===== src/rtl/core/bcq_pkg.sv =====
// bcq_pkg: shared types and constants of the bumper collision qualifier.
// No dependencies; used by bcq_cfg_regs, bcq_qual_core and the top level.
`timescale 1ns / 1ps

package bcq_pkg;

    // Field widths fixed by the frame and register formats.
    localparam int FRAME_TIME_W = 32;
    localparam int INTERVAL_W   = 16;
    localparam int REPEAT_W     = 8;
    localparam int LIMIT_W      = INTERVAL_W + REPEAT_W;

    // Configuration port.
    localparam int PADDR_W = 3;
    localparam int PDATA_W = 32;

    typedef enum logic
    {
        REG_RELEASE_INTERVAL = 1'b0,
        REG_REPEAT_COUNT     = 1'b1
    } bcq_reg_idx_t;

    localparam logic [INTERVAL_W-1:0] INTERVAL_RESET = INTERVAL_W'(100);
    localparam logic [REPEAT_W-1:0]   REPEAT_RESET   = REPEAT_W'(3);
    localparam logic [LIMIT_W-1:0]    LIMIT_RESET    = LIMIT_W'(300);

    // One frame as it enters the qualifier core.
    typedef struct packed
    {
        logic [FRAME_TIME_W-1:0] frame_time_ms;
        logic                    left_outer_pressed;
        logic                    left_inner_pressed;
        logic                    right_inner_pressed;
        logic                    right_outer_pressed;
    } bcq_frame_t;

    // One result beat.
    typedef struct packed
    {
        logic left_colliding;
        logic right_colliding;
        logic left_collision_event;
        logic right_collision_event;
    } bcq_result_t;

    // Thresholds handed from the register file to the core.
    typedef struct packed
    {
        logic [INTERVAL_W-1:0] interval;
        logic [LIMIT_W-1:0]    limit;
    } bcq_thresh_t;

endpackage


===== src/rtl/core/bcq_cfg_regs.sv =====
// bcq_cfg_regs: APB register file for release interval and repeat count.
// Keeps the product of the two as a ready threshold. Depends on bcq_pkg.
`timescale 1ns / 1ps

module bcq_cfg_regs
(
    input  logic                          clk,
    input  logic                          rst_n,
    input  logic                          psel,
    input  logic                          penable,
    input  logic                          pwrite,
    input  logic [bcq_pkg::PADDR_W-1:0]   paddr,
    input  logic [bcq_pkg::PDATA_W-1:0]   pwdata,
    output logic [bcq_pkg::PDATA_W-1:0]   prdata,
    output logic                          pready,
    output bcq_pkg::bcq_thresh_t          thresh
);

    logic [bcq_pkg::INTERVAL_W-1:0] interval_reg, interval_next;
    logic [bcq_pkg::REPEAT_W-1:0]   repeat_reg, repeat_next;
    logic [bcq_pkg::LIMIT_W-1:0]    limit_reg, limit_next;
    logic                           wr_en;
    bcq_pkg::bcq_reg_idx_t          idx;

    assign pready = 1'b1;
    assign wr_en  = psel & penable & pwrite;
    assign idx    = bcq_pkg::bcq_reg_idx_t'(paddr[2]);

    // Update the product together with the operand being written.
    always_comb
    begin
        interval_next = interval_reg;
        repeat_next   = repeat_reg;
        limit_next    = limit_reg;
        if (wr_en)
        begin
            unique case (idx)
                bcq_pkg::REG_RELEASE_INTERVAL:
                begin
                    interval_next = pwdata[bcq_pkg::INTERVAL_W-1:0];
                    limit_next    = bcq_pkg::LIMIT_W'(pwdata[bcq_pkg::INTERVAL_W-1:0]) *
                                    bcq_pkg::LIMIT_W'(repeat_reg);
                end
                bcq_pkg::REG_REPEAT_COUNT:
                begin
                    repeat_next = pwdata[bcq_pkg::REPEAT_W-1:0];
                    limit_next  = bcq_pkg::LIMIT_W'(interval_reg) *
                                  bcq_pkg::LIMIT_W'(pwdata[bcq_pkg::REPEAT_W-1:0]);
                end
                default:
                begin
                    limit_next = limit_reg;
                end
            endcase
        end
    end

    always_ff @(posedge clk or negedge rst_n)
    begin
        if (!rst_n)
        begin
            interval_reg <= bcq_pkg::INTERVAL_RESET;
            repeat_reg   <= bcq_pkg::REPEAT_RESET;
            limit_reg    <= bcq_pkg::LIMIT_RESET;
        end
        else
        begin
            interval_reg <= interval_next;
            repeat_reg   <= repeat_next;
            limit_reg    <= limit_next;
        end
    end

    always_comb
    begin
        unique case (idx)
            bcq_pkg::REG_RELEASE_INTERVAL:
                prdata = bcq_pkg::PDATA_W'(interval_reg);
            bcq_pkg::REG_REPEAT_COUNT:
                prdata = bcq_pkg::PDATA_W'(repeat_reg);
            default:
                prdata = '0;
        endcase
    end

    assign thresh.interval = interval_reg;
    assign thresh.limit    = limit_reg;

endmodule


===== src/rtl/core/bcq_qual_core.sv =====
// bcq_qual_core: per-foot collision state and the one-frame qualify logic.
// Depends on bcq_pkg; thresholds come from bcq_cfg_regs.
`timescale 1ns / 1ps

module bcq_qual_core
#(
    parameter int TIME_BITS = 32
)
(
    input  logic                 clk,
    input  logic                 rst_n,
    input  logic                 update,
    input  bcq_pkg::bcq_frame_t  frame,
    input  bcq_pkg::bcq_thresh_t thresh,
    output bcq_pkg::bcq_result_t result
);

    localparam int EXT_W = (TIME_BITS > bcq_pkg::FRAME_TIME_W) ?
                           TIME_BITS : bcq_pkg::FRAME_TIME_W;
    localparam int CMP_W = (TIME_BITS > bcq_pkg::LIMIT_W) ? TIME_BITS : bcq_pkg::LIMIT_W;

    logic                 l_flag_reg, l_flag_next, r_flag_reg, r_flag_next;
    logic [TIME_BITS-1:0] l_last_reg, l_last_next, r_last_reg, r_last_next;
    logic [TIME_BITS-1:0] l_start_reg, l_start_next, r_start_reg, r_start_next;

    logic [EXT_W-1:0]     time_ext;
    logic [TIME_BITS-1:0] now;
    logic                 lp, rp;
    logic [TIME_BITS-1:0] l_rel_age, r_rel_age, l_run_age, r_run_age;
    logic                 l_drop, r_drop, l_keep, r_keep, rise, l_rose, r_rose;
    logic                 l_up, r_up, l_ev, r_ev;

    assign time_ext = EXT_W'(frame.frame_time_ms);
    assign now      = time_ext[TIME_BITS-1:0];
    assign lp       = frame.left_outer_pressed | frame.left_inner_pressed;
    assign rp       = frame.right_inner_pressed | frame.right_outer_pressed;

    // Release ages: a pressed foot has age zero, so only the stored time matters.
    assign l_rel_age = now - l_last_reg;
    assign r_rel_age = now - r_last_reg;
    // Run ages against the stored start; a start set this frame never fires.
    assign l_run_age = now - l_start_reg;
    assign r_run_age = now - r_start_reg;

    assign l_drop = l_flag_reg & ~lp &
                    (CMP_W'(l_rel_age) > CMP_W'(thresh.interval));
    assign r_drop = r_flag_reg & ~rp &
                    (CMP_W'(r_rel_age) > CMP_W'(thresh.interval));
    assign l_keep = l_flag_reg & ~l_drop;
    assign r_keep = r_flag_reg & ~r_drop;

    assign rise   = ~l_keep & ~r_keep;
    assign l_rose = rise & lp;
    assign r_rose = rise & rp;
    assign l_up   = l_keep | l_rose;
    assign r_up   = r_keep | r_rose;

    assign l_ev = l_keep & (CMP_W'(l_run_age) > CMP_W'(thresh.limit));
    assign r_ev = r_keep & (CMP_W'(r_run_age) > CMP_W'(thresh.limit));

    always_comb
    begin
        l_flag_next  = l_up & ~l_ev;
        r_flag_next  = r_up & ~r_ev;
        l_last_next  = lp ? now : l_last_reg;
        r_last_next  = rp ? now : r_last_reg;
        l_start_next = (l_drop | l_rose | l_ev) ? now : l_start_reg;
        r_start_next = (r_drop | r_rose | r_ev) ? now : r_start_reg;
    end

    always_ff @(posedge clk or negedge rst_n)
    begin
        if (!rst_n)
        begin
            l_flag_reg  <= 1'b0;
            r_flag_reg  <= 1'b0;
            l_last_reg  <= '0;
            r_last_reg  <= '0;
            l_start_reg <= '0;
            r_start_reg <= '0;
        end
        else if (update)
        begin
            l_flag_reg  <= l_flag_next;
            r_flag_reg  <= r_flag_next;
            l_last_reg  <= l_last_next;
            r_last_reg  <= r_last_next;
            l_start_reg <= l_start_next;
            r_start_reg <= r_start_next;
        end
    end

    assign result.left_colliding        = l_flag_next;
    assign result.right_colliding       = r_flag_next;
    assign result.left_collision_event  = l_ev;
    assign result.right_collision_event = r_ev;

endmodule


===== src/rtl/core/bumper_collision_qualifier.sv =====
// bumper_collision_qualifier: top level, frame input register, core and result register.
// Depends on bcq_pkg, bcq_cfg_regs and bcq_qual_core.
`timescale 1ns / 1ps

//  channel | handshake                  | payload
//  --------+----------------------------+------------------------------------------
//  frame   | frame_valid / frame_stall  | frame_time_ms, four *_pressed bits
//  result  | result_valid/ result_stall | left/right_colliding, left/right_*_event
//  config  | APB psel/penable/pwrite    | paddr, pwdata, prdata, pready
//
//  One frame beat is taken per cycle while frame_stall is low. A beat lands in the
//  input register, the core qualifies it combinationally and the result register
//  loads it once that register can take a beat, which raises result_valid. The
//  loop that sets the rate is the per-foot state update inside the core.
//  Reset clears both flags, the press and start times and loads the register
//  defaults (interval 100, repeat count 3). A stalled result holds its beat;
//  the input register can still take one frame behind it, then frame_stall rises.

module bumper_collision_qualifier
#(
    parameter int TIME_BITS = 32
)
(
    input  logic                                clk,
    input  logic                                rst_n,
    // frame channel
    input  logic                                frame_valid,
    output logic                                frame_stall,
    input  logic [bcq_pkg::FRAME_TIME_W-1:0]    frame_time_ms,
    input  logic                                left_outer_pressed,
    input  logic                                left_inner_pressed,
    input  logic                                right_inner_pressed,
    input  logic                                right_outer_pressed,
    // result channel
    output logic                                result_valid,
    input  logic                                result_stall,
    output logic                                left_colliding,
    output logic                                right_colliding,
    output logic                                left_collision_event,
    output logic                                right_collision_event,
    // configuration port
    input  logic                                psel,
    input  logic                                penable,
    input  logic                                pwrite,
    input  logic [bcq_pkg::PADDR_W-1:0]         paddr,
    input  logic [bcq_pkg::PDATA_W-1:0]         pwdata,
    output logic [bcq_pkg::PDATA_W-1:0]         prdata,
    output logic                                pready
);

    bcq_pkg::bcq_thresh_t thresh;
    bcq_pkg::bcq_frame_t  frame_reg, frame_next;
    bcq_pkg::bcq_result_t result_reg, result_next;
    logic                 in_valid_reg, in_valid_next;
    logic                 out_valid_reg, out_valid_next;
    logic                 frame_take;
    logic                 advance;
    logic                 move;

    // Register file with the precomputed event threshold.
    bcq_cfg_regs u_cfg
    (
        .clk     (clk),
        .rst_n   (rst_n),
        .psel    (psel),
        .penable (penable),
        .pwrite  (pwrite),
        .paddr   (paddr),
        .pwdata  (pwdata),
        .prdata  (prdata),
        .pready  (pready),
        .thresh  (thresh)
    );

    // The result register can load when empty or when its beat leaves now.
    assign advance     = ~out_valid_reg | ~result_stall;
    assign move        = in_valid_reg & advance;
    assign frame_stall = in_valid_reg & ~advance;
    assign frame_take  = frame_valid & ~frame_stall;

    always_comb
    begin
        frame_next.frame_time_ms       = frame_time_ms;
        frame_next.left_outer_pressed  = left_outer_pressed;
        frame_next.left_inner_pressed  = left_inner_pressed;
        frame_next.right_inner_pressed = right_inner_pressed;
        frame_next.right_outer_pressed = right_outer_pressed;
    end

    // Input register: fill on take, drain on move, hold otherwise.
    always_comb
    begin
        if (frame_take)
        begin
            in_valid_next = 1'b1;
        end
        else if (move)
        begin
            in_valid_next = 1'b0;
        end
        else
        begin
            in_valid_next = in_valid_reg;
        end
    end

    // Qualify the registered frame and advance the foot state when it moves.
    bcq_qual_core #(.TIME_BITS(TIME_BITS)) u_core
    (
        .clk    (clk),
        .rst_n  (rst_n),
        .update (move),
        .frame  (frame_reg),
        .thresh (thresh),
        .result (result_next)
    );

    assign out_valid_next = advance ? in_valid_reg : out_valid_reg;

    always_ff @(posedge clk or negedge rst_n)
    begin
        if (!rst_n)
        begin
            in_valid_reg  <= 1'b0;
            out_valid_reg <= 1'b0;
        end
        else
        begin
            in_valid_reg  <= in_valid_next;
            out_valid_reg <= out_valid_next;
        end
    end

    // Payload registers carry no reset.
    always_ff @(posedge clk)
    begin
        if (frame_take)
        begin
            frame_reg <= frame_next;
        end
        if (move)
        begin
            result_reg <= result_next;
        end
    end

    assign result_valid          = out_valid_reg;
    assign left_colliding        = result_reg.left_colliding;
    assign right_colliding       = result_reg.right_colliding;
    assign left_collision_event  = result_reg.left_collision_event;
    assign right_collision_event = result_reg.right_collision_event;

endmodule


===== config.mk =====
export PLATFORM = sky130hd
export DESIGN_NAME = bumper_collision_qualifier
export DESIGN_NICKNAME = d
export VERILOG_FILES = /design/src/rtl/core/bcq_pkg.sv /design/src/rtl/core/bcq_cfg_regs.sv /design/src/rtl/core/bcq_qual_core.sv /design/src/rtl/core/bumper_collision_qualifier.sv
export SDC_FILE = /design/constraint.sdc
export NUM_CORES = 1
export LEC_CHECK = 0
export BUFFER_PORTS_ARGS = -buffer_cell sky130_fd_sc_hd__buf_2
export CORE_MARGIN = 8
export CORE_UTILIZATION = 40
export DETAILED_ROUTE_END_ITERATION = 10
export GPL_ROUTABILITY_DRIVEN = 1
export GPL_TIMING_DRIVEN = 0
export MAX_ROUTING_LAYER = met4
export PLACE_DENSITY = 0.66
export SLEW_MARGIN = 10
export SYNTH_ARGS = -nofsm -noshare
export SYNTH_HDL_FRONTEND = slang
export SYNTH_SLANG_ARGS = --single-unit

===== constraint.sdc =====
create_clock -name clk -period 10.15 [get_ports clk]
set_clock_uncertainty 0.15 [all_clocks]
set_input_delay 1.5225 -clock clk [delete_from_list [all_inputs] [get_ports clk]]
set_output_delay 1.5225 -clock clk [all_outputs]
set_load 0.005 [all_outputs]

==> out/qor.csv, run 1 <==
stage,metric,value,unit
routing,drtPass1Iterations,5,
worst_setup_path,r2r_slack,3.59,ns
timing,finalMaxSlewViolations,0,
placed_design,io_buffers,75,
routing,drc,0,
cells_and_area,fin_nets,3607,
placed_design,place_ws,2.475,ns
cts,clock-root-buffer,clkbuf_16,
synthesis,yosys.cell_types.count,86,
synthesis,postSynth.asyncResetShare,81.82,%
timing,fin_crit,7.137,ns
timing,max_freq,0.1401,GHz
placed_design,dpl-instance-area,27330,um^2
cells_and_area,multi_input_area,17940,um^2
min_path,hold_class,reg -> reg,
global_route,overflow,0,
synthesis,synthCells,2942,
cells_and_area,final_area,28330,um^2
worst_setup_path,cp.required,10.45,ns
synthesis,synth_warnings,0,
placed_design,globalplace.congestion,0.9107,
cts,ctsResizeCount,0,
cells_and_area,area_growth,10.07,%
cts,cts_htree_levels,1,
routing,routedWlPerCell,17.23,um
synthesis,synth-simple-area-share,15.79,%
cts,hold_buffers,0,
routing,first_iter_violations,1365,
cts,cts_buffers,28,
cts,clockBufferDepth,3,
power,ir_drop,302.1,uV
timing,setup_tns,0,ns
power,p_per_area,331.3,nW/um^2
routing,num_vias,21040,
cts,cts_tree,built,
synthesis,synth-seq-area-share,22.21,%
power,leakage,13.56,nW
timing,hold_viol,0,
synthesis,synth_flop_cell,dfrtp_1,
cts,clk_latency,0.59,ns
synthesis,muxShareOfSynthArea,5.206,%
synthesis,synth_top_family_by_area,adder cells,
cts,clkSlewWorstSetupHoldPaths,0.06,ns
worst_setup_path,r2r_cells,21,
floorplanning,io_pins,117,
cells_and_area,fillers,6318,
global_route,track_usage,18.93,%
global_route,grt_start_max_net_pins,97,
worst_setup_path,cp_max_fo,10,
cts,cts_setup_buffers,0,
synthesis,synth_compound_area_share,16.71,%
floorplanning,core_area,64000,um^2
floorplanning,die_h,269.7,um
timing,fin_crit_sh,70.31,%
worst_setup_path,r2r_start,u_cfg.repeat_reg[2],
cells_and_area,final_core_util,44.27,%
timing,setup_ws,3.013,ns
worst_setup_path,crit_end,u_cfg.limit_reg[21],
worst_setup_path,worstSetupPathType,in -> reg,
routing,wl,67890,um
worst_setup_path,r2r_end,u_cfg.limit_reg[21],
worst_setup_path,endpoint_kind,flop,
synthesis,ys_ff_latch,220,
cells_and_area,largest_register_ffs,36,
timing,relSlewSlack,35.01,%
global_route,grt_pass1_vias,20930,
run_status,status,finished clean,
worst_setup_path,arrival,7.44,ns
floorplanning,die_w,269.7,um
timing,max_slew.worst_pin.slew,0.9503,ns
floorplanning,die_area,72720,um^2
floorplanning,row_count,93,
global_route,grt_pass1_wl,110700,um
cells_and_area,diodes,0,
synthesis,avgSynthCellArea,8.749,um^2
worst_setup_path,startpoint,pwdata[5],
cts,cts.sinks,220,
job,cap_violations,0,
placed_design,hpwl,54720,um
synthesis,synthAdderAreaFrac,27.57,%
routing,drtAntennaViolNets,0,
synthesis,synth_xor_xnor_area_share,4.185,%
global_route,antenna_found_initial,0,
cells_and_area,drive_above_1_share,9.559,%
routing,via_per_inst,5.339,
synthesis,synth_edf_count,40,
synthesis,netlist_area,25740,um^2
timing,rsz0062_at_grt,false,
timing,final.hold.worst_slack,0.3361,ns
cells_and_area,regArea,5717,um^2
timing,finalSetupViolCount,0,
floorplanning,initial_core_util,40.22,%
worst_setup_path,worst_setup_path_start_kind,input port,
## cell usage in the layout, fill, tap and decap left out, drive strengths merged, types with 32 or more instances in the layout
master,instances
nand3,35
clkbuf,128
edfxtp,40
nor3,35
xnor2,87
a21o,87
ha,292
dfrtp,171
a211oi,32
xor2,36
mux2,96
nand2b,39
buf,111
nand4,41
and2,160
nand2,316
a21oi,185
o21ai,174
inv,410
nor2,100
fa,172
## layout make-up
class | instances | area share, %
timing repair buffer | 78 | 1.625
inverter | 408 | 5.405
buffer | 128 | 2.133
multi-input combinational | 2201 | 63.34
clock inverter | 18 | 0.9362
sequential | 220 | 20.18
clock buffer | 33 | 2.610
tap | 855 | 3.776
## worst min path at each step
stage                                     end  depth (start not counted)                start
final                     u_cfg.limit_reg[18]                          1  u_cfg.limit_reg[18]
after global routing      u_cfg.limit_reg[18]                          1  u_cfg.limit_reg[18]
after CTS                 u_cfg.limit_reg[18]                          1  u_cfg.limit_reg[18]
after detailed placement  u_cfg.limit_reg[18]                          1  u_cfg.limit_reg[18]
after global placement    u_cfg.limit_reg[18]                          1  u_cfg.limit_reg[18]
after floorplan           u_cfg.limit_reg[18]                          1  u_cfg.limit_reg[18]
## stage by stage
step	std cells	total power, W
3_5_place_dp	3890	0.008224
4_1_cts	3941	0.009376
5_1_grt	3941	0.01037
3_3_place_gp	3887	0.008123
6_report	3941	0.009387
2_1_floorplan	2957	0.006571
## power by group
group / total [W] / leakage, nW / switching [W] / internal (W)
clock: 0.00109 / 0.485 / 0.000433 / 0.000654
combinational: 0.00696 / 10.6 / 0.00401 / 0.00295
sequential: 0.00134 / 2.52 / 0.000171 / 0.00116
total: 0.00939 / 13.6 / 0.00461 / 0.00477
## metal layers
metal | up-vias | GRT usage, % | part of all wire [%]
li1 | 10220 | - | -
met1 | 10170 | 25.79 | 47
met2 | 536 | 28.95 | 44
met3 | 123 | 2.408 | 5.3
met4 | 0 | 6.544 | 3.5
met5 | - | - | 0
## cell families after synthesis
logic type      count (synthesis)
flops                         220
simple gates                  822
compound gates                664
fa+ha+maj                     464
buf+inv                       536
other cells                     2
mux                           111
xor+xnor                      123
## synth_stat cells, drive strengths merged, types with 16 or more instances
master / instances / area share [%]
edfxtp: 40 / 4.7
buf: 33 / 0.96
and3: 23 / 0.56
mux2: 96 / 4.6
o21bai: 16 / 0.47
nand4: 41 / 1.0
nand2: 316 / 4.6
nor2: 100 / 1.5
o21ai: 174 / 3.4
a21oi: 185 / 3.6
xnor2: 87 / 3.0
o21a: 24 / 0.70
fa: 172 / 13
xor2: 36 / 1.2
nand3: 35 / 0.68
and2: 160 / 3.9
nor2b: 20 / 0.49
nor4: 16 / 0.44
clkbuf: 95 / 1.4
nor3: 35 / 0.68
o211ai: 26 / 0.76
dfrtp: 171 / 17
ha: 292 / 14
nand2b: 39 / 0.95
a211oi: 32 / 0.97
a21o: 87 / 2.5
inv: 408 / 5.9
## worst max-delay path, cell delays in order
cell and delay (ns):
buf_2 0.19, clkbuf_1 0.56, nand2_1 0.17, fa_1 0.54
fa_1 0.54, inv_1 0.05, fa_1 0.47, inv_1 0.05
fa_1 0.47, inv_1 0.04, ha_1 0.27, inv_1 0.08
a21oi_1 0.05, o21ai_0 0.27, a21oi_1 0.20, a221o_1 0.36
o41ai_1 0.49, o21ai_0 0.24, xnor2_1 0.31, nor2_1 0.08
a211oi_1 0.40, a21oi_1 0.07
No activity file was read; power rests on OpenSTA's default activity.
==> inputs of run 2 (changes only) <==
--- a/config.mk
+++ b/config.mk
@@ -12,7 +12,7 @@
 export GPL_ROUTABILITY_DRIVEN = 1
 export GPL_TIMING_DRIVEN = 0
 export MAX_ROUTING_LAYER = met4
-export PLACE_DENSITY = 0.66
+export PLACE_DENSITY = 0.68
 export SLEW_MARGIN = 10
 export SYNTH_ARGS = -nofsm -noshare
 export SYNTH_HDL_FRONTEND = slang
==> constraint.sdc (replaced) <==
create_clock -name clk -period 6.5 [get_ports clk]
set_clock_uncertainty 0.15 [all_clocks]
set_input_delay 0.975 -clock clk [delete_from_list [all_inputs] [get_ports clk]]
set_output_delay 0.975 -clock clk [all_outputs]
set_load 0.005 [all_outputs]
==> run 2 against run 1 <==
Clock power increased by 46%. Combinational power increased by 58%. Utilization about the same. Non-clock buffer count unchanged. Cell count about the same. Die area unchanged. Global-route usage decreased by 0.14 points. Flip-flop and latch count unchanged. Total power increased by 56%. Critical endpoint is now u_core.r_start_reg[26].
==> out/qor.csv, run 2 (synthesis results as in run 1) <==
stage,metric,value,unit,change
floorplanning,row_count,93,,unchanged
cells_and_area,diodes,0,,unchanged
floorplanning,die_h,269.7,um,unchanged
timing,fin_crit_sh,96.31,%,
cts,hold_buffers,0,,unchanged
power,ir_drop,410.7,uV,+36%
worst_setup_path,endpoint_kind,flop,,
cells_and_area,drive_above_1_share,10.37,%,+0.81 points
timing,finalSetupViolCount,0,,unchanged
global_route,grt_pass1_wl,110000,um,-0.60%
cts,clockBufferDepth,3,,unchanged
worst_setup_path,cp.required,6.80,ns,-3.65 ns
routing,via_per_inst,5.321,,-0.33%
worst_setup_path,timing.critical_path.buf_inv,2,,-4
timing,max_freq,0.1597,GHz,
cells_and_area,fillers,6314,,-0.063%
routing,drc,0,,unchanged
routing,drtPass1Iterations,6,,+1
cts,clock-root-buffer,clkbuf_16,,
placed_design,dp_cells,3889,,-0.026%
floorplanning,core_area,64000,um^2,unchanged
run_status,status,finished clean,,
floorplanning,io_pins,117,,unchanged
floorplanning,die_area,72720,um^2,unchanged
cells_and_area,layout_common_cells,"inv_1, nand2_1, ha_1",,
cts,cts_tree,built,,
cells_and_area,fin_nets,3606,,-0.028%
routing,first_iter_violations,1306,,-4.3%
worst_setup_path,cp_top_family,compound AO/OA/AOI/OAI gates,,
routing,routedWlPerCell,17.26,um,+0.18%
global_route,grt_start_max_net_pins,110,,+13%
placed_design,hpwl,54770,um,about the same
cells_and_area,final_common_cell,inv_1,,
worst_setup_path,cp_max_fo,10,,unchanged
cts,cts_htree_levels,1,,unchanged
cts,cts.sinks,220,,unchanged
floorplanning,die_w,269.7,um,unchanged
worst_setup_path,path_cells,"inv_2, ha_1, fa_1, nand2b_1, a21oi_1, o211ai_1, nor2b_1, o21ai_0, xor2_1, ha_1, and4_1, a221oi_1, o211ai_1, o31a_1, nor4_1, o2111ai_1, nor4_1, nand4_1, a21bo_2, o211a_4, buf_12, mux2_4",,
routing,drtAntennaViolNets,0,,unchanged
cts,clk_latency,0.58,ns,about the same
cells_and_area,area_growth,10.08,%,about the same
worst_setup_path,cpMaxStageDelayCell,edfxtp_1,,
worst_setup_path,worstSetupPathType,reg -> reg,,
routing,num_vias,20970,,-0.35%
timing,rsz0062_at_grt,false,,
routing,wl,68000,um,+0.16%
global_route,overflow,0,,unchanged
timing,max_slew.worst_pin.slew,0.9121,ns,-0.03821 ns
worst_setup_path,arrival,6.56,ns,-0.88 ns
worst_setup_path,worst_setup_path_start_kind,flop,,
worst_setup_path,slowest_delay,0.52,ns,-0.04 ns
timing,finalMaxSlewViolations,0,,unchanged
timing,fin_crit,6.260,ns,
placed_design,io_buffers,75,,unchanged
timing,hold_viol,0,,unchanged
power,leakage,13.59,nW,+0.24%
global_route,track_usage,18.80,%,-0.14 points
placed_design,globalplace.congestion,0.9216,,+1.2%
min_path,hold_class,in -> async,,
cts,cts_buffers,27,,-3.6%
global_route,grt_pass1_vias,20720,,-1.0%
job,cap_violations,0,,unchanged
timing,relSlewSlack,39.01,%,+4.0 points
floorplanning,initial_core_util,40.22,%,unchanged
cts,clkSlewWorstSetupHoldPaths,0.06,ns,about the same
global_route,antenna_found_initial,0,,unchanged
cells_and_area,largest_register_ffs,36,,unchanged
cells_and_area,layout.cells.non_filler,3940,,-0.025%
power,p_per_area,517.4,nW/um^2,+56%
timing,setup_tns,0,ns,unchanged
run 2: changes by cell type in the layout (fill, tap and decap cells not counted), moves of 2 or more:
| cell | delta |
|---|---|
| clkbuf_1 | -16 |
| clkbuf_2 | +14 |
| buf_2 | -4 |
| clkbuf_4 | +4 |
| buf_4 | +3 |
| bufinv_16 | -2 |
| clkbuf_8 | +2 |
| o31ai_1 | -2 |
| o31ai_2 | +2 |
| o41ai_1 | -2 |
| o41ai_2 | +2 |
run 2: final timing paths:
path | to | start | cells past startpoint | slack, ns
max reg2reg | u_core.r_start_reg[26] | frame_reg[4] | 22 | 0.24
min in group clk | u_cfg.limit_reg[5] | u_cfg.limit_reg[5] | 2 | 0.33
max in group asynchronous | u_core.r_start_reg[6] | rst_n | 2 | 5.02
min reg2reg | u_cfg.limit_reg[5] | u_cfg.limit_reg[5] | 2 | 0.33
min | u_core.r_start_reg[24] | rst_n | 1 | 0.21
max | u_core.r_start_reg[26] | frame_reg[4] | 22 | 0.24
run 2: timing repair:
action | CTS | global route
pin swaps | 0 | 2
gates resized for setup | 4 | 41
setup endpoints to repair | 31 | 39
gates cloned | 0 | 0
buffers inserted | 2 | 1
run 2: layout make-up:
cell class | instances | area (um^2) | area share, %
Buffer | 126 | 629.4 | 2.221
Clock buffer | 35 | 745.7 | 2.632
Clock inverter | 15 | 182.7 | 0.6447
Inverter | 408 | 1531 | 5.405
Multi-Input combinational cell | 2201 | 18000 | 63.53
Sequential cell | 220 | 5717 | 20.18
Tap cell | 855 | 1070 | 3.776
Timing Repair Buffer | 80 | 457.9 | 1.616
run 2: layer usage:
metal	GRT usage, %	wire [um]
met1	25.14	31690
met2	29.65	30580
met3	2.779	3903
met4	5.127	1825
met5	-	0
run 2: power by group:
group | total, W | internal [W] | switching (W)
Clock | 0.00159 | 0.000936 | 0.000652
Combinational | 0.0110 | 0.00465 | 0.00634
Sequential | 0.00208 | 0.00182 | 0.000261
run 2: worst reg2reg max path, cell delays in order (launching register included):
cell	delay [ns]
edfxtp_1	0.52
inv_2	0.14
ha_1	0.24
fa_1	0.40
nand2b_1	0.18
a21oi_1	0.22
o211ai_1	0.16
nor2b_1	0.19
o21ai_0	0.36
xor2_1	0.28
ha_1	0.29
and4_1	0.22
a221oi_1	0.32
o211ai_1	0.14
o31a_1	0.16
nor4_1	0.26
o2111ai_1	0.18
nor4_1	0.39
nand4_1	0.33
a21bo_2	0.33
o211a_4	0.20
buf_12	0.18
mux2_4	0.31
run 2: per-stage QoR:
| step | setup WS (ns) | total power [W] | utilization (%) | cell area, um^2 | hold WS, ns |
|---|---|---|---|---|---|
| after floorplan | 0.6635 | 0.01026 | - | 25800 | 0.2997 |
| after global placement | -0.6383 | 0.01269 | 42.57 | 27240 | 0.3128 |
| after detailed placement | -0.6680 | 0.01285 | 42.66 | 27300 | 0.3256 |
| after CTS | 0.009369 | 0.01454 | 44.14 | 28250 | 0.2179 |
| after global routing | 0.02081 | 0.01617 | 44.27 | 28330 | 0.2458 |
| final | 0.2400 | 0.01466 | 44.27 | 28330 | 0.2077 |
